<file path="src/space_vector_pwm_timing_assert.svh">
// Assertion macros shared by the SVPWM timing RTL
`ifndef SPACE_VECTOR_PWM_TIMING_ASSERT_SVH
`define SPACE_VECTOR_PWM_TIMING_ASSERT_SVH

// same-cycle implication, clocked on clk, off during reset
`define SVPWM_ASSERT_SAME(label, ante, cons, msg) \
    label: assert property (@(posedge clk) disable iff (!rst_n) (ante) |-> (cons)) \
        else $error(msg);

// implication checked from the following cycle on
`define SVPWM_ASSERT_NEXT(label, ante, cons, msg) \
    label: assert property (@(posedge clk) disable iff (!rst_n) (ante) |=> (cons)) \
        else $error(msg);

`endif

</file>
<file path="src/svpwm_pkg.sv">
// Package: types, widths, register map and sine ROM builder for the SVPWM timing block
package svpwm_pkg;

    localparam int SINE_ENTRIES = 1024;
    localparam int KW           = $clog2(SINE_ENTRIES + 1);
    localparam int SW           = 15;
    localparam int MG_W         = 32;
    localparam int T_W          = MG_W + SW - 21;
    localparam int D_W          = T_W + 3;
    localparam int P_W          = 16 + D_W - 1;
    localparam int APB_AW       = 3;

    localparam longint unsigned PI_OVER_3_Q30 = 64'd1124419809;
    localparam logic [15:0]     GAIN_RESET    = 16'd473;
    localparam logic [15:0]     PERIOD_RESET  = 16'd7500;
    localparam logic [D_W-1:0]  ONE_Q16       = D_W'(65536);

    typedef enum logic
    {
        REG_GAIN   = 1'b0,
        REG_PERIOD = 1'b1
    } reg_idx_t;

    typedef enum logic [2:0]
    {
        SEC1 = 3'd1,
        SEC2 = 3'd2,
        SEC3 = 3'd3,
        SEC4 = 3'd4,
        SEC5 = 3'd5,
        SEC6 = 3'd6
    } sector_t;

    typedef struct packed
    {
        logic [15:0] magnitude;
        logic [15:0] angle;
    } item_t;

    typedef struct packed
    {
        logic [15:0] compare_a;
        logic [15:0] compare_b;
        logic [15:0] compare_c;
        logic [2:0]  sector;
        logic        overmodulated;
    } result_t;

    typedef struct packed
    {
        logic [15:0] gain;
        logic [15:0] period;
    } cfg_t;

    typedef struct packed
    {
        logic            valid;
        logic [2:0]      sector;
        logic [MG_W-1:0] mg;
        logic [SW-1:0]   sin_a;
        logic [SW-1:0]   sin_b;
    } front_t;

    typedef struct packed
    {
        logic                  valid;
        logic [2:0]            sector;
        logic                  over;
        logic signed [D_W-1:0] d_a;
        logic signed [D_W-1:0] d_b;
        logic signed [D_W-1:0] d_c;
    } times_t;

    typedef logic [SW-1:0] sine_rom_t [0:SINE_ENTRIES];

    // sin(k*(pi/3)/N) in unsigned Q0.15 via Q30 Taylor series, elaboration only
    function automatic logic [SW-1:0] sine_q15(input longint unsigned k);
        longint unsigned x;
        longint unsigned x2;
        longint unsigned term;
        longint          sum;
        x    = (PI_OVER_3_Q30 * k + SINE_ENTRIES / 2) / SINE_ENTRIES;
        x2   = (x * x) >> 30;
        term = x;
        sum  = longint'(x);
        term = ((term * x2) >> 30) / 6;
        sum  = sum - longint'(term);
        term = ((term * x2) >> 30) / 20;
        sum  = sum + longint'(term);
        term = ((term * x2) >> 30) / 42;
        sum  = sum - longint'(term);
        term = ((term * x2) >> 30) / 72;
        sum  = sum + longint'(term);
        term = ((term * x2) >> 30) / 110;
        sum  = sum - longint'(term);
        if (sum < 0)
        begin
            sum = 0;
        end
        return SW'((sum + 16384) >>> 15);
    endfunction

    function automatic sine_rom_t sine_rom_build();
        sine_rom_t rom;
        for (int k = 0; k <= SINE_ENTRIES; k++)
        begin
            rom[k] = sine_q15(64'(k));
        end
        return rom;
    endfunction

endpackage

</file>
<file path="src/svpwm_cfg.sv">
// APB register file: modulation gain and PWM period
module svpwm_cfg
(
    input  logic                       clk,
    input  logic                       rst_n,
    input  logic                       psel,
    input  logic                       penable,
    input  logic                       pwrite,
    input  logic [svpwm_pkg::APB_AW-1:0] paddr,
    input  logic [31:0]                pwdata,
    output logic [31:0]                prdata,
    output logic                       pready,
    output svpwm_pkg::cfg_t            cfg
);
    import svpwm_pkg::*;

    logic [15:0] gain_reg;
    logic [15:0] period_reg;
    logic        wr_en;
    reg_idx_t    idx;

    assign pready = 1'b1;
    assign wr_en  = psel && penable && pwrite && pready;
    assign idx    = reg_idx_t'(paddr[2]);

    always_ff @(posedge clk or negedge rst_n)
    begin
        if (!rst_n)
        begin
            gain_reg   <= GAIN_RESET;
            period_reg <= PERIOD_RESET;
        end
        else if (wr_en)
        begin
            unique case (idx)
                REG_GAIN:   gain_reg   <= pwdata[15:0];
                REG_PERIOD: period_reg <= pwdata[15:0];
                default:    gain_reg   <= gain_reg;
            endcase
        end
    end

    always_comb
    begin
        unique case (idx)
            REG_GAIN:   prdata = {16'd0, gain_reg};
            REG_PERIOD: prdata = {16'd0, period_reg};
            default:    prdata = 32'd0;
        endcase
    end

    assign cfg.gain   = gain_reg;
    assign cfg.period = period_reg;

endmodule

</file>
<file path="config.mk">
export PLATFORM = sky130hd
export DESIGN_NAME = svpwm_cfg
export DESIGN_NICKNAME = d
export VERILOG_FILES = /design/src/space_vector_pwm_timing_assert.svh /design/src/svpwm_pkg.sv /design/src/svpwm_cfg.sv
export SDC_FILE = /design/constraint.sdc
export NUM_CORES = 1
export LEC_CHECK = 0
export BUFFER_PORTS_ARGS = -buffer_cell sky130_fd_sc_hd__buf_2
export CORE_ASPECT_RATIO = 2
export CORE_MARGIN = 4
export CORE_UTILIZATION = 38
export CTS_CLUSTER_SIZE = 24
export DETAILED_ROUTE_END_ITERATION = 8
export HOLD_SLACK_MARGIN = 0.02
export PLACE_DENSITY_LB_ADDON = 0.25
export SKIP_LAST_GASP = 1
export SLEW_MARGIN = 20
export SYNTH_ARGS = -nofsm -noshare
export SYNTH_HDL_FRONTEND = slang
export SYNTH_SLANG_ARGS = --single-unit
</file>
<file path="constraint.sdc">
create_clock -name clk -period 0.8 [get_ports clk]
set_input_delay 0.04 -clock clk [delete_from_list [all_inputs] [get_ports clk]]
set_output_delay 0.04 -clock clk [all_outputs]
set_load 0.05 [all_outputs]
</file>
==> results.toml <==
[floorplan]
die_area_um2 = 5418
core-area_um2 = 4088
start_util_pct = 39.49
die_width_um = 54.09
die_y_um = 100.2
ios = 105
num_rows = 33

[power_and_ir_drop]
power_leakage_uw = 0.001626
pwr-share-clk_pct = 12.2
power_density_nw_per_um2 = 3029
swShare_pct = 41.65
p_int_uw = 5663
p_sw_uw = 4042
power_frac_seq_pct = 25.1
ir_drop_mv = 2.448
total_power_uw = 9704
p_comb_share_pct = 62.7

[synthesis]
syn_area_per_cell_um2 = 15.37
synth_area_leaders = "dfrtp_1 29%, mux2_2 27%, dfstp_2 21%"
synth_area_um2 = 1614
synth_top_cell_by_area = "dfrtp_1"
synth.top_cell.area_share_pct = 29.46
yosys_warnings = 0
ys_seq_area_share_pct = 50.62
ys_types = 10
synthCells = 105
ys_ff_latch = 32

[place]
place_hpwl_um = 2974
port_buffers = 69
dpl_cell_area_um2 = 2192
gp_congestion = 0.6765

[grt]
gr-total-overflow = 0
grtUsageTotal_pct = 18.86
grt_pass1_wl_um = 7320
grt_pass1_vias = 1469
grt_antenna_before_repair = 0
grt_max_degree = 33

[setup_path]
arrival_ns = 1.13
end_kind = "output pin"
crit_path_start_kind = "register"
path_class = "reg -> out"
worstPathMaxFanout = 2
critPathRequiredTime_ns = 0.76

[drt]
drt_iter0_markers = 5
top_layer = "met4"
drc = 0
num_vias = 1266
post_drt_wl_per_cell_um = 17.39
routed_wl_um = 4955
routed_via_density = 4.442
firstDrtPassIters = 2
met2_length_um = 3048
wl_met1_um = 1631
ant_nets = 0
met3_length_um = 209

[final_layout]
area_delta_synth_final_pct = 98.53
fin_area_um2 = 3204
antenna_cells = 0
layout-drive-gt1-share_pct = 85.41
final_util_pct = 78.39
nets = 272

[status]
violations = "setup timing"
outcome = "finished, violations left"

[sta]
tns_ns = -15.76
postLayoutSetupSlackWorst_ns = -0.3716
rsz0062_at_grt = "yes"
finalHoldViolations = 0
min_period_ns = 1.172
finalCritPeriodShare_pct = 146.4
fin_skew_ns = 0
fmax_ghz = 0.8535
setup_viol_count_final = 70
maxSlewViolCount = 0

[worst_hold_path]
hp-class = "in -> reg"

[clocking]
insertion_delay_ns = 0.27
cts_max_level = 2
cts_tree = "yes"
clock_path_buffers = 2
clk_pin_slew_ns = 0.07
cts_buffers = 5
cts_hold_buf = 14
clkSinkCount = 32
clockRootBuffer = "clkbuf_8"

[job]
drv_cap = 0
## power by group through the flow
| stage | Sequential, uW | Clock (uW) | Combinational [uW] |
|---|---|---|---|
| 2_1_floorplan | 3700 | 0 | 1890 |
| 3_3_place_gp | 2410 | 0 | 3890 |
| 3_5_place_dp | 2450 | 0 | 3910 |
| 4_1_cts | 2430 | 1200 | 5550 |
| 5_1_grt | 2480 | 1260 | 6310 |
| 6_report | 2430 | 1180 | 6080 |
## stage by stage
stage,std cells,setup WS (ns),hold slack [ns]
detailed placement,231,-0.2118,0.004484
CTS,273,-0.3724,0.01852
floorplan,120,-0.2222,-0.2556
global placement,231,-0.1705,0.0006584
global route,285,-0.3993,0.02052
finish,285,-0.3716,0.02159
## synth_stat cells
master and number:
dfstp_2 13, mux2_4 10, buf_2 1, nand4b_4 1, nand4_4 1, buf_4 17
buf_6 3, dfrtp_1 19, mux2_2 38, conb_1 2
## path summary, 6_finish.rpt
kind | from | slack (ns) | endpoint | cells past startpoint
max in group asynchronous | rst_n | 0.32 | period_reg[10]$_DFFE_PN1P_ | 3
worst max register to register | gain_reg[15]$_DFFE_PN0P_ | -0.21 | gain_reg[15]$_DFFE_PN0P_ | 3
worst min register to register | period_reg[9]$_DFFE_PN0P_ | 0.55 | period_reg[9]$_DFFE_PN0P_ | 1
worst max-delay path | gain_reg[9]$_DFFE_PN0P_ | -0.37 | prdata[9] | 2
min in group asynchronous | rst_n | 0.24 | period_reg[4]$_DFFE_PN0P_ | 3
worst min-delay path | pwdata[9] | 0.02 | period_reg[9]$_DFFE_PN0P_ | 2
## timing repair
action / 4_1_cts / 5_1_grt
buffers inserted: 20 / 24
endpoints found under the setup margin: 53 / 72
resized for setup: 134 / 38
hold endpoints to repair: 58 / 1
## cell usage in the layout (no fill, tap or decap)
cell	instances
mux2_4	46
buf_8	41
buf_6	32
buf_2	20
dfrtp_2	18
conb_1	17
buf_4	16
dlygate4sd3_1	14
dfstp_2	13
clkbuf_8	5
buf_12	3
mux2_2	2
clkbuf_1	2
nand4b_4	1
nand4_4	1
clkinv_2	1
dfrtp_1	1
## cells by family after synthesis
family	after synthesis	synth area share (%)
flops	32	50.62
other cells	2	0.4653
simple gates	2	2.790
buf+inv	21	10.31
mux	48	35.81
## final cells by class
type	count	area, um2
Tap cell	52	65.06
Timing Repair Buffer	126	1396
Sequential cell	32	839.6
Clock buffer	7	76.32
Clock inverter	1	5.005
Fill cell	246	883.3
Multi-Input combinational cell	67	822.0
## per-layer routing
layer	global-route usage (%)	vias up
met5	0	-
met4	7.678	0
met3	3.269	5
met2	34.95	44
met1	19.63	631
li1	-	586
## worst max-delay path: stages, from the launching register on
cell and delay (ns):
dfrtp_2 0.42, mux2_4 0.27, buf_6 0.15
(Power assumes the default switching activity.)
