**src/space_vector_pwm_timing_assert.svh**
```systemverilog
// Assertion macros shared by the SVPWM timing RTL
`ifndef SPACE_VECTOR_PWM_TIMING_ASSERT_SVH
`define SPACE_VECTOR_PWM_TIMING_ASSERT_SVH

// same-cycle implication, clocked on clk, off during reset
`define SVPWM_ASSERT_SAME(label, ante, cons, msg) \
    label: assert property (@(posedge clk) disable iff (!rst_n) (ante) |-> (cons)) \
        else $error(msg);

// implication checked from the following cycle on
`define SVPWM_ASSERT_NEXT(label, ante, cons, msg) \
    label: assert property (@(posedge clk) disable iff (!rst_n) (ante) |=> (cons)) \
        else $error(msg);

`endif

```
**src/svpwm_pkg.sv**
```systemverilog
// Package: types, widths, register map and sine ROM builder for the SVPWM timing block
package svpwm_pkg;

    localparam int SINE_ENTRIES = 1024;
    localparam int KW           = $clog2(SINE_ENTRIES + 1);
    localparam int SW           = 15;
    localparam int MG_W         = 32;
    localparam int T_W          = MG_W + SW - 21;
    localparam int D_W          = T_W + 3;
    localparam int P_W          = 16 + D_W - 1;
    localparam int APB_AW       = 3;

    localparam longint unsigned PI_OVER_3_Q30 = 64'd1124419809;
    localparam logic [15:0]     GAIN_RESET    = 16'd473;
    localparam logic [15:0]     PERIOD_RESET  = 16'd7500;
    localparam logic [D_W-1:0]  ONE_Q16       = D_W'(65536);

    typedef enum logic
    {
        REG_GAIN   = 1'b0,
        REG_PERIOD = 1'b1
    } reg_idx_t;

    typedef enum logic [2:0]
    {
        SEC1 = 3'd1,
        SEC2 = 3'd2,
        SEC3 = 3'd3,
        SEC4 = 3'd4,
        SEC5 = 3'd5,
        SEC6 = 3'd6
    } sector_t;

    typedef struct packed
    {
        logic [15:0] magnitude;
        logic [15:0] angle;
    } item_t;

    typedef struct packed
    {
        logic [15:0] compare_a;
        logic [15:0] compare_b;
        logic [15:0] compare_c;
        logic [2:0]  sector;
        logic        overmodulated;
    } result_t;

    typedef struct packed
    {
        logic [15:0] gain;
        logic [15:0] period;
    } cfg_t;

    typedef struct packed
    {
        logic            valid;
        logic [2:0]      sector;
        logic [MG_W-1:0] mg;
        logic [SW-1:0]   sin_a;
        logic [SW-1:0]   sin_b;
    } front_t;

    typedef struct packed
    {
        logic                  valid;
        logic [2:0]            sector;
        logic                  over;
        logic signed [D_W-1:0] d_a;
        logic signed [D_W-1:0] d_b;
        logic signed [D_W-1:0] d_c;
    } times_t;

    typedef logic [SW-1:0] sine_rom_t [0:SINE_ENTRIES];

    // sin(k*(pi/3)/N) in unsigned Q0.15 via Q30 Taylor series, elaboration only
    function automatic logic [SW-1:0] sine_q15(input longint unsigned k);
        longint unsigned x;
        longint unsigned x2;
        longint unsigned term;
        longint          sum;
        x    = (PI_OVER_3_Q30 * k + SINE_ENTRIES / 2) / SINE_ENTRIES;
        x2   = (x * x) >> 30;
        term = x;
        sum  = longint'(x);
        term = ((term * x2) >> 30) / 6;
        sum  = sum - longint'(term);
        term = ((term * x2) >> 30) / 20;
        sum  = sum + longint'(term);
        term = ((term * x2) >> 30) / 42;
        sum  = sum - longint'(term);
        term = ((term * x2) >> 30) / 72;
        sum  = sum + longint'(term);
        term = ((term * x2) >> 30) / 110;
        sum  = sum - longint'(term);
        if (sum < 0)
        begin
            sum = 0;
        end
        return SW'((sum + 16384) >>> 15);
    endfunction

    function automatic sine_rom_t sine_rom_build();
        sine_rom_t rom;
        for (int k = 0; k <= SINE_ENTRIES; k++)
        begin
            rom[k] = sine_q15(64'(k));
        end
        return rom;
    endfunction

endpackage

```
**src/svpwm_times.sv**
```systemverilog
// Active-time products and per-sector placement of the phase on-times
module svpwm_times
(
    input  logic               clk,
    input  logic               rst_n,
    input  svpwm_pkg::front_t  front,
    output svpwm_pkg::times_t  times
);
    import svpwm_pkg::*;

    logic [MG_W+SW-1:0]    pa_next;
    logic [MG_W+SW-1:0]    pb_next;

    logic                  v3_reg;
    logic [2:0]            sec3_reg;
    logic [T_W-1:0]        ta_reg;
    logic [T_W-1:0]        tb_reg;

    logic [D_W-1:0]        ts;
    logic signed [D_W-1:0] d_full;
    logic signed [D_W-1:0] d_none;
    logic signed [D_W-1:0] d_onlya;
    logic signed [D_W-1:0] d_onlyb;
    logic signed [D_W-1:0] da_next;
    logic signed [D_W-1:0] db_next;
    logic signed [D_W-1:0] dc_next;

    logic                  v4_reg;
    logic [2:0]            sec4_reg;
    logic                  over4_reg;
    logic signed [D_W-1:0] da4_reg;
    logic signed [D_W-1:0] db4_reg;
    logic signed [D_W-1:0] dc4_reg;

    assign pa_next = {{SW{1'b0}}, front.mg} * {{MG_W{1'b0}}, front.sin_a};
    assign pb_next = {{SW{1'b0}}, front.mg} * {{MG_W{1'b0}}, front.sin_b};

    // d = 2*one - doubled on-time, per phase role
    assign ts      = {3'd0, ta_reg} + {3'd0, tb_reg};
    assign d_full  = ONE_Q16 - ts;
    assign d_none  = ONE_Q16 + ts;
    assign d_onlya = ONE_Q16 - {3'd0, ta_reg} + {3'd0, tb_reg};
    assign d_onlyb = ONE_Q16 + {3'd0, ta_reg} - {3'd0, tb_reg};

    always_comb
    begin
        case (sector_t'(sec3_reg))
            SEC1:
            begin
                da_next = d_full;
                db_next = d_onlyb;
                dc_next = d_none;
            end
            SEC2:
            begin
                da_next = d_onlya;
                db_next = d_full;
                dc_next = d_none;
            end
            SEC3:
            begin
                da_next = d_none;
                db_next = d_full;
                dc_next = d_onlyb;
            end
            SEC4:
            begin
                da_next = d_none;
                db_next = d_onlya;
                dc_next = d_full;
            end
            SEC5:
            begin
                da_next = d_onlyb;
                db_next = d_none;
                dc_next = d_full;
            end
            default:
            begin
                da_next = d_full;
                db_next = d_none;
                dc_next = d_onlya;
            end
        endcase
    end

    always_ff @(posedge clk or negedge rst_n)
    begin
        if (!rst_n)
        begin
            v3_reg <= 1'b0;
            v4_reg <= 1'b0;
        end
        else
        begin
            v3_reg <= front.valid;
            v4_reg <= v3_reg;
        end
    end

    always_ff @(posedge clk)
    begin
        sec3_reg  <= front.sector;
        ta_reg    <= pa_next[MG_W+SW-1:21];
        tb_reg    <= pb_next[MG_W+SW-1:21];

        sec4_reg  <= sec3_reg;
        over4_reg <= ts > ONE_Q16;
        da4_reg   <= da_next;
        db4_reg   <= db_next;
        dc4_reg   <= dc_next;
    end

    assign times.valid  = v4_reg;
    assign times.sector = sec4_reg;
    assign times.over   = over4_reg;
    assign times.d_a    = da4_reg;
    assign times.d_b    = db4_reg;
    assign times.d_c    = dc4_reg;

endmodule

```
**config.mk**
```make
export PLATFORM = sky130hd
export DESIGN_NAME = svpwm_times
export DESIGN_NICKNAME = d
export VERILOG_FILES = /design/src/space_vector_pwm_timing_assert.svh /design/src/svpwm_pkg.sv /design/src/svpwm_times.sv
export SDC_FILE = /design/constraint.sdc
export NUM_CORES = 2
export LEC_CHECK = 0
export BUFFER_PORTS_ARGS = -buffer_cell sky130_fd_sc_hd__buf_2
export CORE_MARGIN = 4
export CORE_UTILIZATION = 55
export CTS_CLUSTER_SIZE = 16
export DETAILED_ROUTE_END_ITERATION = 8
export GPL_TIMING_DRIVEN = 1
export PLACE_DENSITY = 0.74
export SYNTH_ARGS = -nofsm -noshare
export SYNTH_HDL_FRONTEND = slang
export SYNTH_SLANG_ARGS = --single-unit
```
**constraint.sdc**
```tcl
create_clock -name clk -period 6.3 [get_ports clk]
set_input_delay 0.63 -clock clk [delete_from_list [all_inputs] [get_ports clk]]
set_output_delay 0.63 -clock clk [all_outputs]
set_load 0.1 [all_outputs]
```
==> run summary <==
TNS Setup: 0 ns
H-tree Lvls: 4
Die Height: 280 um
DP HPWL: 91600 um
Final min period: 6.29 ns
vias in the first global route: 35.1k
drt wl/cell: 18.3 um
hold_sp: front[62]
final instance area: 0.0465 mm^2
die area: 0.0784 mm^2
Rows: 99
die width: 280 um
Reg2Reg Launch Point: ta_reg[0]
#FFs+latches synth: 146
max reg flops: 29
CP max stage cell: fa_1
final slew viol count: 0
initial antenna violation count: 1
slowest stage delay, CP: 0.53 ns
type of the worst setup path: primary input to register
CTS tree: done
Top cell by count, worst path: fa_1
status: finished clean
Yosys Warn Count: 0
Routed WL: 111000 um
DRT antenna net count: 0
Avg Inst Size Synth: 8.47 um^2
main flop type after synthesis: dfxtp_1
dpl cell area: 0.0447 mm^2
clock sink total: 146
HP Class: primary input to register
layout cells sized above 1: 0.140
Clock transition at path regs: 0.07 ns
dpl ws: -0.688 ns
CTS buffer count: 17
Final Hold Viols: 0
Layout Nets: 6255
sequential share of the synthesized area: 0.0721
skew final: 0.0165 ns
Setup violations, final: 0
PortBufs: 159
worst relative slew slack: 0.305
async set-or-reset flop fraction in the synthesized netlist: 0.0137
Max-Cap Viols: 0
Post-synth EDFFs: 0
Ant. Diodes: 0
Synth Instances: 4801
Via Count: 33.8k
Cell Area, Synth: 0.0407 mm^2
Syn-to-layout area delta: 14.4%
Longest Clk Path Bufs: 2
GPL Wtd Cong: 0.939
Worst Setup End Kind: register
WP data arrival: 6.67 ns
Worst-Skew Late Latency: 0.46 ns
CP Launch Type: primary input
Core Area: 0.0731 mm^2
DRT iter0 DRCs: 2615
aggregate global-route resource usage: 0.283
Max FO, Critical Path: 11
fin crit share: 0.999
worst slew pin tran: 1.04 ns
RSZ-0062 raised after global routing: true
data required time of the critical path: 6.68 ns
io pins: 160
syn_nets: 5970
post-layout util: 0.637
largest net degree at the start of global routing: 116
Pre-antenna DRT Iters: 6
first-pass GRT wire length: 180000 um
Critical Path Start: front[44]
drt via density: 5.58
grt ovf: 0
maximum clock frequency: 159 MHz
Starting Density: 0.557
synth unique cells: 91
DRC Markers: 0
CTS root buf: clkbuf_16
PnR worst setup slack: 0.00702 ns
stage by stage:
step / hold WS [ns] / std cells
3_5_place_dp: 0.367 / 5991
5_1_grt: 0.257 / 6058
4_1_cts: 0.253 / 6033
2_1_floorplan: 0.329 / 4801
6_report: 0.268 / 6058
3_3_place_gp: 0.344 / 5991
layout by cell type (no fill, tap or decap), types with 23 or more instances in the layout:
master,Yosys,layout
xnor2_1,121,120
inv_1,881,862
buf_2,4,109
mux2i_1,23,23
xor2_1,53,53
nor2b_1,33,33
buf_6,0,53
and2_1,545,524
a21oi_1,174,160
buf_4,5,314
a21o_1,49,49
nand3_1,40,39
ha_1,323,307
buf_12,0,36
nor3_1,46,44
o211ai_1,31,31
dfxtp_1,144,141
nand2_1,583,581
o21a_1,35,35
nor2_1,200,200
fa_1,778,764
o21ai_0,127,114
a211oi_1,43,41
Yosys cell counts, types with 15 or more instances:
library cell	n	area [um^2]
fa_1	778	15600
ha_1	323	4040
o211ai_1	31	233
inv_1	881	3310
a21o_1	49	368
o21a_1	35	263
o22ai_1	15	93.8
and2_1	545	3410
dfxtp_1	144	2880
mux2i_1	23	230
nor3_1	46	230
nand2b_1	18	113
nor2b_1	33	206
a31oi_1	17	106
nor4_1	16	100
nand2_1	583	2190
a21oi_1	174	871
xnor2_1	121	1060
clkbuf_1	246	923
a211oi_1	43	323
xor2_1	53	464
o21ai_0	127	636
nand4_1	21	131
nand3_1	40	200
nor2_1	200	751
what timing repair did:
action,in CTS,in global routing
cloned,0,3
setup buffers,9,24
setup endpoints to repair,14,25
hold buffers,1,0
pin swaps,31,122
endpoints found under the hold margin,2,0
resized for setup,87,183
path summary, 6_finish.rpt:
check / slack (ns) / to / cells past startpoint
setup / recovery: 0.007 / tb_reg[25] / 25
hold / removal: 0.27 / sec3_reg[0] / 1
setup reg to reg: 0.97 / da4_reg[26] / 14
hold reg to reg: 0.38 / v4_reg / 0
max in group asynchronous: 5.72 / v4_reg / 2
min in group asynchronous: 0.48 / v3_reg / 2
cells by family after synthesis:
kind of cell / after synthesis / synth area share
simple gates: 1563 / 0.192
buf+inv: 1151 / 0.107
fa+ha+maj: 1101 / 0.482
compound gates: 638 / 0.102
xor+xnor: 175 / 0.0379
flops: 146 / 0.0721
mux: 27 / 0.00677
routing by layer:
| metal | share of wire | up-vias | GRT usage |
|---|---|---|---|
| li1 | - | 15408 | - |
| met1 | 0.42 | 16828 | 0.385 |
| met2 | 0.47 | 1350 | 0.466 |
| met3 | 0.082 | 222 | 0.0533 |
| met4 | 0.032 | 2 | 0.0814 |
| met5 | 0.00012 | - | 0 |
area by class of cell:
| class | count | area (um^2) |
|---|---|---|
| sequential | 146 | 2940 |
| multi-input combinational | 3504 | 34000 |
| clock inverter | 15 | 145 |
| tap | 959 | 1200 |
| inverter | 884 | 3320 |
| timing repair buffer | 533 | 4540 |
| fill | 5973 | 26500 |
| clock buffer | 17 | 425 |
worst max-delay path: cells and delay by family:
kind,cells,cell delay (ns)
compound gates,9,2.04
xor+xnor,1,0.13
fa+ha+maj,7,3.14
buf+inv,6,0.48
simple gates,2,0.24
Power is not shown: default switching activity piles up to over one toggle a cycle in this logic, so the estimate is an artifact.
