<file path="config.mk">
export PLATFORM = sky130hd
export DESIGN_NAME = svpwm_cmp
export DESIGN_NICKNAME = d
export VERILOG_FILES = /design/src/svpwm_pkg.sv /design/src/svpwm_cmp.sv
export VERILOG_INCLUDE_DIRS = /design/src /design/src/src
export SDC_FILE = /design/constraint.sdc
export NUM_CORES = 2
export LEC_CHECK = 0
export ABC_AREA = 1
export BUFFER_PORTS_ARGS = -buffer_cell sky130_fd_sc_hd__clkbuf_2
export CORE_ASPECT_RATIO = 0.7
export CORE_MARGIN = 4
export CORE_UTILIZATION = 60
export CTS_CLUSTER_SIZE = 24
export DETAILED_ROUTE_END_ITERATION = 10
export HOLD_SLACK_MARGIN = 0.06
export PLACE_DENSITY = 0.76
export SYNTH_ARGS = -nofsm -noshare
export SYNTH_HDL_FRONTEND = slang
export SYNTH_SLANG_ARGS = --single-unit
</file>
<file path="constraint.sdc">
create_clock -name clk -period 1.8 [get_ports clk]
set_input_delay 0.09 -clock clk [delete_from_list [all_inputs] [get_ports clk]]
set_output_delay 0.09 -clock clk [all_outputs]
set_load 0.05 [all_outputs]
</file>
<file path="src/space_vector_pwm_timing_assert.svh">
// Assertion macros shared by the SVPWM timing RTL
`ifndef SPACE_VECTOR_PWM_TIMING_ASSERT_SVH
`define SPACE_VECTOR_PWM_TIMING_ASSERT_SVH

// same-cycle implication, clocked on clk, off during reset
`define SVPWM_ASSERT_SAME(label, ante, cons, msg) \
    label: assert property (@(posedge clk) disable iff (!rst_n) (ante) |-> (cons)) \
        else $error(msg);

// implication checked from the following cycle on
`define SVPWM_ASSERT_NEXT(label, ante, cons, msg) \
    label: assert property (@(posedge clk) disable iff (!rst_n) (ante) |=> (cons)) \
        else $error(msg);

`endif

</file>
<file path="src/svpwm_pkg.sv">
// Package: types, widths, register map and sine ROM builder for the SVPWM timing block
package svpwm_pkg;

    localparam int SINE_ENTRIES = 1024;
    localparam int KW           = $clog2(SINE_ENTRIES + 1);
    localparam int SW           = 15;
    localparam int MG_W         = 32;
    localparam int T_W          = MG_W + SW - 21;
    localparam int D_W          = T_W + 3;
    localparam int P_W          = 16 + D_W - 1;
    localparam int APB_AW       = 3;

    localparam longint unsigned PI_OVER_3_Q30 = 64'd1124419809;
    localparam logic [15:0]     GAIN_RESET    = 16'd473;
    localparam logic [15:0]     PERIOD_RESET  = 16'd7500;
    localparam logic [D_W-1:0]  ONE_Q16       = D_W'(65536);

    typedef enum logic
    {
        REG_GAIN   = 1'b0,
        REG_PERIOD = 1'b1
    } reg_idx_t;

    typedef enum logic [2:0]
    {
        SEC1 = 3'd1,
        SEC2 = 3'd2,
        SEC3 = 3'd3,
        SEC4 = 3'd4,
        SEC5 = 3'd5,
        SEC6 = 3'd6
    } sector_t;

    typedef struct packed
    {
        logic [15:0] magnitude;
        logic [15:0] angle;
    } item_t;

    typedef struct packed
    {
        logic [15:0] compare_a;
        logic [15:0] compare_b;
        logic [15:0] compare_c;
        logic [2:0]  sector;
        logic        overmodulated;
    } result_t;

    typedef struct packed
    {
        logic [15:0] gain;
        logic [15:0] period;
    } cfg_t;

    typedef struct packed
    {
        logic            valid;
        logic [2:0]      sector;
        logic [MG_W-1:0] mg;
        logic [SW-1:0]   sin_a;
        logic [SW-1:0]   sin_b;
    } front_t;

    typedef struct packed
    {
        logic                  valid;
        logic [2:0]            sector;
        logic                  over;
        logic signed [D_W-1:0] d_a;
        logic signed [D_W-1:0] d_b;
        logic signed [D_W-1:0] d_c;
    } times_t;

    typedef logic [SW-1:0] sine_rom_t [0:SINE_ENTRIES];

    // sin(k*(pi/3)/N) in unsigned Q0.15 via Q30 Taylor series, elaboration only
    function automatic logic [SW-1:0] sine_q15(input longint unsigned k);
        longint unsigned x;
        longint unsigned x2;
        longint unsigned term;
        longint          sum;
        x    = (PI_OVER_3_Q30 * k + SINE_ENTRIES / 2) / SINE_ENTRIES;
        x2   = (x * x) >> 30;
        term = x;
        sum  = longint'(x);
        term = ((term * x2) >> 30) / 6;
        sum  = sum - longint'(term);
        term = ((term * x2) >> 30) / 20;
        sum  = sum + longint'(term);
        term = ((term * x2) >> 30) / 42;
        sum  = sum - longint'(term);
        term = ((term * x2) >> 30) / 72;
        sum  = sum + longint'(term);
        term = ((term * x2) >> 30) / 110;
        sum  = sum - longint'(term);
        if (sum < 0)
        begin
            sum = 0;
        end
        return SW'((sum + 16384) >>> 15);
    endfunction

    function automatic sine_rom_t sine_rom_build();
        sine_rom_t rom;
        for (int k = 0; k <= SINE_ENTRIES; k++)
        begin
            rom[k] = sine_q15(64'(k));
        end
        return rom;
    endfunction

endpackage

</file>
<file path="src/svpwm_cmp.sv">
// Compare value scaling by the PWM period and clamping
`include "space_vector_pwm_timing_assert.svh"

module svpwm_cmp
(
    input  logic               clk,
    input  logic               rst_n,
    input  svpwm_pkg::times_t  times,
    input  logic [15:0]        period,
    output logic               done,
    output svpwm_pkg::result_t result
);
    import svpwm_pkg::*;

    logic             v5_reg;
    logic [2:0]       sec5_reg;
    logic             over5_reg;
    logic [2:0]       pos5_reg;
    logic [P_W-1:0]   na5_reg;
    logic [P_W-1:0]   nb5_reg;
    logic [P_W-1:0]   nc5_reg;

    logic [15:0]      ca_next;
    logic [15:0]      cb_next;
    logic [15:0]      cc_next;

    logic             v6_reg;
    result_t          res6_reg;

    function automatic logic [15:0] clamp_cmp(input logic pos, input logic [P_W-1:0] num,
                                              input logic [15:0] lim);
        logic [P_W-18:0] q;
        q = num[P_W-1:17];
        if (!pos)
        begin
            return 16'd0;
        end
        else if (q > {{(P_W-33){1'b0}}, lim})
        begin
            return lim;
        end
        return q[15:0];
    endfunction

    always_ff @(posedge clk or negedge rst_n)
    begin
        if (!rst_n)
        begin
            v5_reg <= 1'b0;
            v6_reg <= 1'b0;
        end
        else
        begin
            v5_reg <= times.valid;
            v6_reg <= v5_reg;
        end
    end

    assign ca_next = clamp_cmp(pos5_reg[0], na5_reg, period);
    assign cb_next = clamp_cmp(pos5_reg[1], nb5_reg, period);
    assign cc_next = clamp_cmp(pos5_reg[2], nc5_reg, period);

    always_ff @(posedge clk)
    begin
        sec5_reg  <= times.sector;
        over5_reg <= times.over;
        pos5_reg  <= {times.d_c > 0, times.d_b > 0, times.d_a > 0};
        na5_reg   <= {{(D_W-1){1'b0}}, period} * {16'd0, times.d_a[D_W-2:0]};
        nb5_reg   <= {{(D_W-1){1'b0}}, period} * {16'd0, times.d_b[D_W-2:0]};
        nc5_reg   <= {{(D_W-1){1'b0}}, period} * {16'd0, times.d_c[D_W-2:0]};

        res6_reg.compare_a     <= ca_next;
        res6_reg.compare_b     <= cb_next;
        res6_reg.compare_c     <= cc_next;
        res6_reg.sector        <= sec5_reg;
        res6_reg.overmodulated <= over5_reg;
    end

    assign done   = v6_reg;
    assign result = res6_reg;

    `SVPWM_ASSERT_SAME(a_cmp_clamped, done, (result.compare_a <= period) && (result.compare_b <= period) && (result.compare_c <= period), "compare value above period")
    `SVPWM_ASSERT_NEXT(a_cmp_follows, v5_reg, done, "valid lost between last two stages")

endmodule

</file>
==> results by group <==
CTS
  – # clock sinks: about 140
  – TritonCTS buffer count: 17
  – Worst-Skew Late Latency: 0.50 ns
  – CTS Root Cell: clkbuf_16
  – CTS Buffer Depth: 2
  – Clock Pin Slew Worst Setup and Hold Paths: 0.08 ns
  – CTS tree: built
  – Htree depth: 4

Place
  – Pre-CTS setup slack: -3.88 ns
  – Number of cells after detailed placement: between 8000 and 9000
  – Detailed-placement wirelength estimate: about 130000 um
  – Routability cong.: around 1
  – Buffers on Ports: approximately 160

Worst setup path
  – Crit-path max FO: 7
  – Reg-to-Reg Start: na5_reg[31]$_DFF_P_
  – WS Path Type: primary input to flop
  – Startpoint Class: primary input
  – WP data required: roughly 2.2 ns
  – Worst-case reg-to-reg path depth: 8
  – Critical path origin: period[6]
  – Critical path capture point type: flop
  – Arr. time, crit path: roughly 5.3 ns

Routing
  – WL final: ~170000 um
  – DRT iter0 DRCs: about 5100
  – Avg Vias per Cell: 5.48
  – Final ANT Viol Nets: 0
  – Wirelength per Cell: 20.3 um
  – DRC violations left: 0
  – Drt pass-1 iters: 8
  – Vias: 46700

STA
  – Minimum period implied by the final worst setup slack: ~4.9 ns
  – RSZ-0062 raised after global routing: yes
  – Fin crit share: 273%
  – Worst clock skew: approximately 0.012 ns
  – Final max-slew violation count: 0
  – Fmax: 203 MHz
  – Setup TNS: -253.95 ns
  – # setup viols final: 129
  – Relative slew slack: a little under two thirds
  – Fin worst setup slack: -3.12 ns
  – Slew at the pin closest to its max-slew limit: ~0.54 ns
  – Hold Vio Cnt, Final: 0
  – WHS: 0.0963 ns

Min path
  – WHS Path Cells: 3
  – Hold_sp: period[1]
  – Hold Crit Class: primary input to flop

Synth
  – Synthesized area per cell: 7.45 um^2
  – Async set or reset register ratio after synthesis: under 10%
  – Top post-synthesis cells by area: fa_1, inv_1, nand2_1, ha_1, dfxtp_1
  – Cell area after synthesis: approximately 0.050 mm^2
  – EDFF count, synth: 0
  – Post-synth net total: ~8300
  – Top-area cell type share of the netlist area: a little over two fifths
  – Synth Instances: ~6700
  – YS warnings: 0
  – Unique cell type count in the Yosys netlist: 46
  – Register area share after synthesis: between 5 and 6%
  – Yosys reg bits: about 140
  – Synth area leader: fa_1
  – Dominant synthesized flop cell: dfxtp_1

Layout
  – Finished Layout Cells: about 8500
  – Layout cell share with drive strength beyond 1: roughly 22%
  – Largest register by flop count: result
  – Final nets: 8998
  – Layout Area Growth over Synthesis: 26.1%
  – Max reg flops: 52

Die
  – Die Y: roughly 250 um
  – FP Rows: a little under 90
  – Die area: approximately 0.088 mm^2
  – Ports: roughly 160
  – Die W: roughly 350 um
  – Core area: approximately 0.083 mm^2
  – Starting density of the core: roughly three fifths

Outcome
  – Status: finished with violations
  – Failing checks: negative setup slack

Run
  – # Max-Cap Violations: 0

Global routing
  – Gr ovfl total: 0
  – Vias in the first global route: a little under 50000
  – First-pass GRT wire length: roughly 260000 um
  – Largest net degree at the start of global routing: 45
  – Gr usage total: 38.3%
  – Initial antenna violation count: 25
## stage by stage
step                      area [um^2]  utilization (%)
after global placement          58000             70.3
after floorplan                 51900                -
after detailed placement        58000             70.3
after CTS                       60900             73.8
final                           63200             76.6
after global routing            63200             76.5
## area by class of cell
type | instances | area [um^2]
Antenna cell | 18 | 45.0
Clock buffer | 18 | 429
Clock inverter | 14 | 160
Fill cell | 5677 | 19400
Inverter | 1935 | 7270
Multi-Input combinational cell | 4309 | 41700
Sequential cell | 142 | 2850
Tap cell | 1080 | 1350
Timing Repair Buffer | 1013 | 9420
## cell usage after synthesis, drive strengths merged, types with 30 or more instances
cell and n:
a21oi 177, buf 44, clkbuf 300, dfxtp 140, fa 1083, ha 387, inv 1935, nand2 1910
nand3 132, nand4 81, nor2 236, nor3 42, nor4 30, o21ai 102, xor2 39
## worst max-delay path, cell delays in order
cell and delay, ns:
buf_12 0.14, buf_12 0.14, buf_12 0.13, nand2_1 0.08
inv_1 0.06, fa_1 0.48, inv_1 0.05, fa_1 0.50
fa_1 0.53, inv_2 0.04, fa_1 0.49, fa_1 0.53
inv_1 0.05, fa_1 0.50, inv_2 0.05, ha_4 0.24
nand2_2 0.10, buf_4 0.14, inv_1 0.04, nand2_1 0.07
nand2_1 0.10, o21bai_1 0.19, nand3_2 0.22, buf_4 0.21
xor2_1 0.13
## layout by cell type (no fill, tap or decap), drive strengths merged
cell type / count
a31oi: 8
bufbuf: 10
dfrtp: 2
or2: 2
a21oi: 177
nor4: 30
o21bai: 17
diode: 18
xnor2: 10
bufinv: 2
o211ai: 2
clkbuf: 162
clkinv: 5
o311ai: 1
a21o: 17
nand2: 1910
xor2: 39
ha: 387
nor2: 236
dlygate4sd3: 10
nand3b: 3
o21ai: 102
buf: 849
a41oi: 1
clkinvlp: 4
a21boi: 6
inv: 1938
nor3b: 3
nand3: 132
nor3: 42
dfxtp: 140
o21a: 19
and2: 1
fa: 1083
nand4: 81
## cell families (layout without fill, tap and decap cells)
logic type,Yosys count,count (layout),share of synthesized area (%)
buf+inv,2279,2980,17.2
compound gates,350,350,3.85
simple gates,2440,2440,19.5
xor+xnor,49,49,0.856
other cells,0,18,0
flops,142,142,5.69
fa+ha+maj,1470,1470,52.9
## repair_timing
item                       in CTS  in global routing
hold endpoints to repair       10                  0
resized for setup             351                451
setup buffers                  45                 51
cloned                         18                  8
hold buffers                   10                  0
pin swaps                      94                198
setup endpoints to repair     129                129
## path summary, 6_finish.rpt
check / to / slack, ns
max in group asynchronous: done$_DFF_PN0_ / 1.19
min: result[37]$_DFF_P_ / 0.1
min in group asynchronous: v5_reg$_DFF_PN0_ / 0.49
max: na5_reg[24]$_DFF_P_ / -3.12
min reg2reg: result[2]$_DFF_P_ / 0.33
max reg2reg: result[51]$_DFF_P_ / -0.25
## layer usage
metal	global-route usage (%)	share of wire [%]	vias to the layer above	routed length, um
met3	13.4	15	577	25600
met5	0	0.066	-	115
met1	52.9	38	22600	66300
met4	14.2	4.9	20	8530
met2	55.9	42	2893	72500
li1	-	-	20600	-
Power is not shown: default switching activity piles up to over one toggle a cycle in this logic, so the estimate is an artifact.
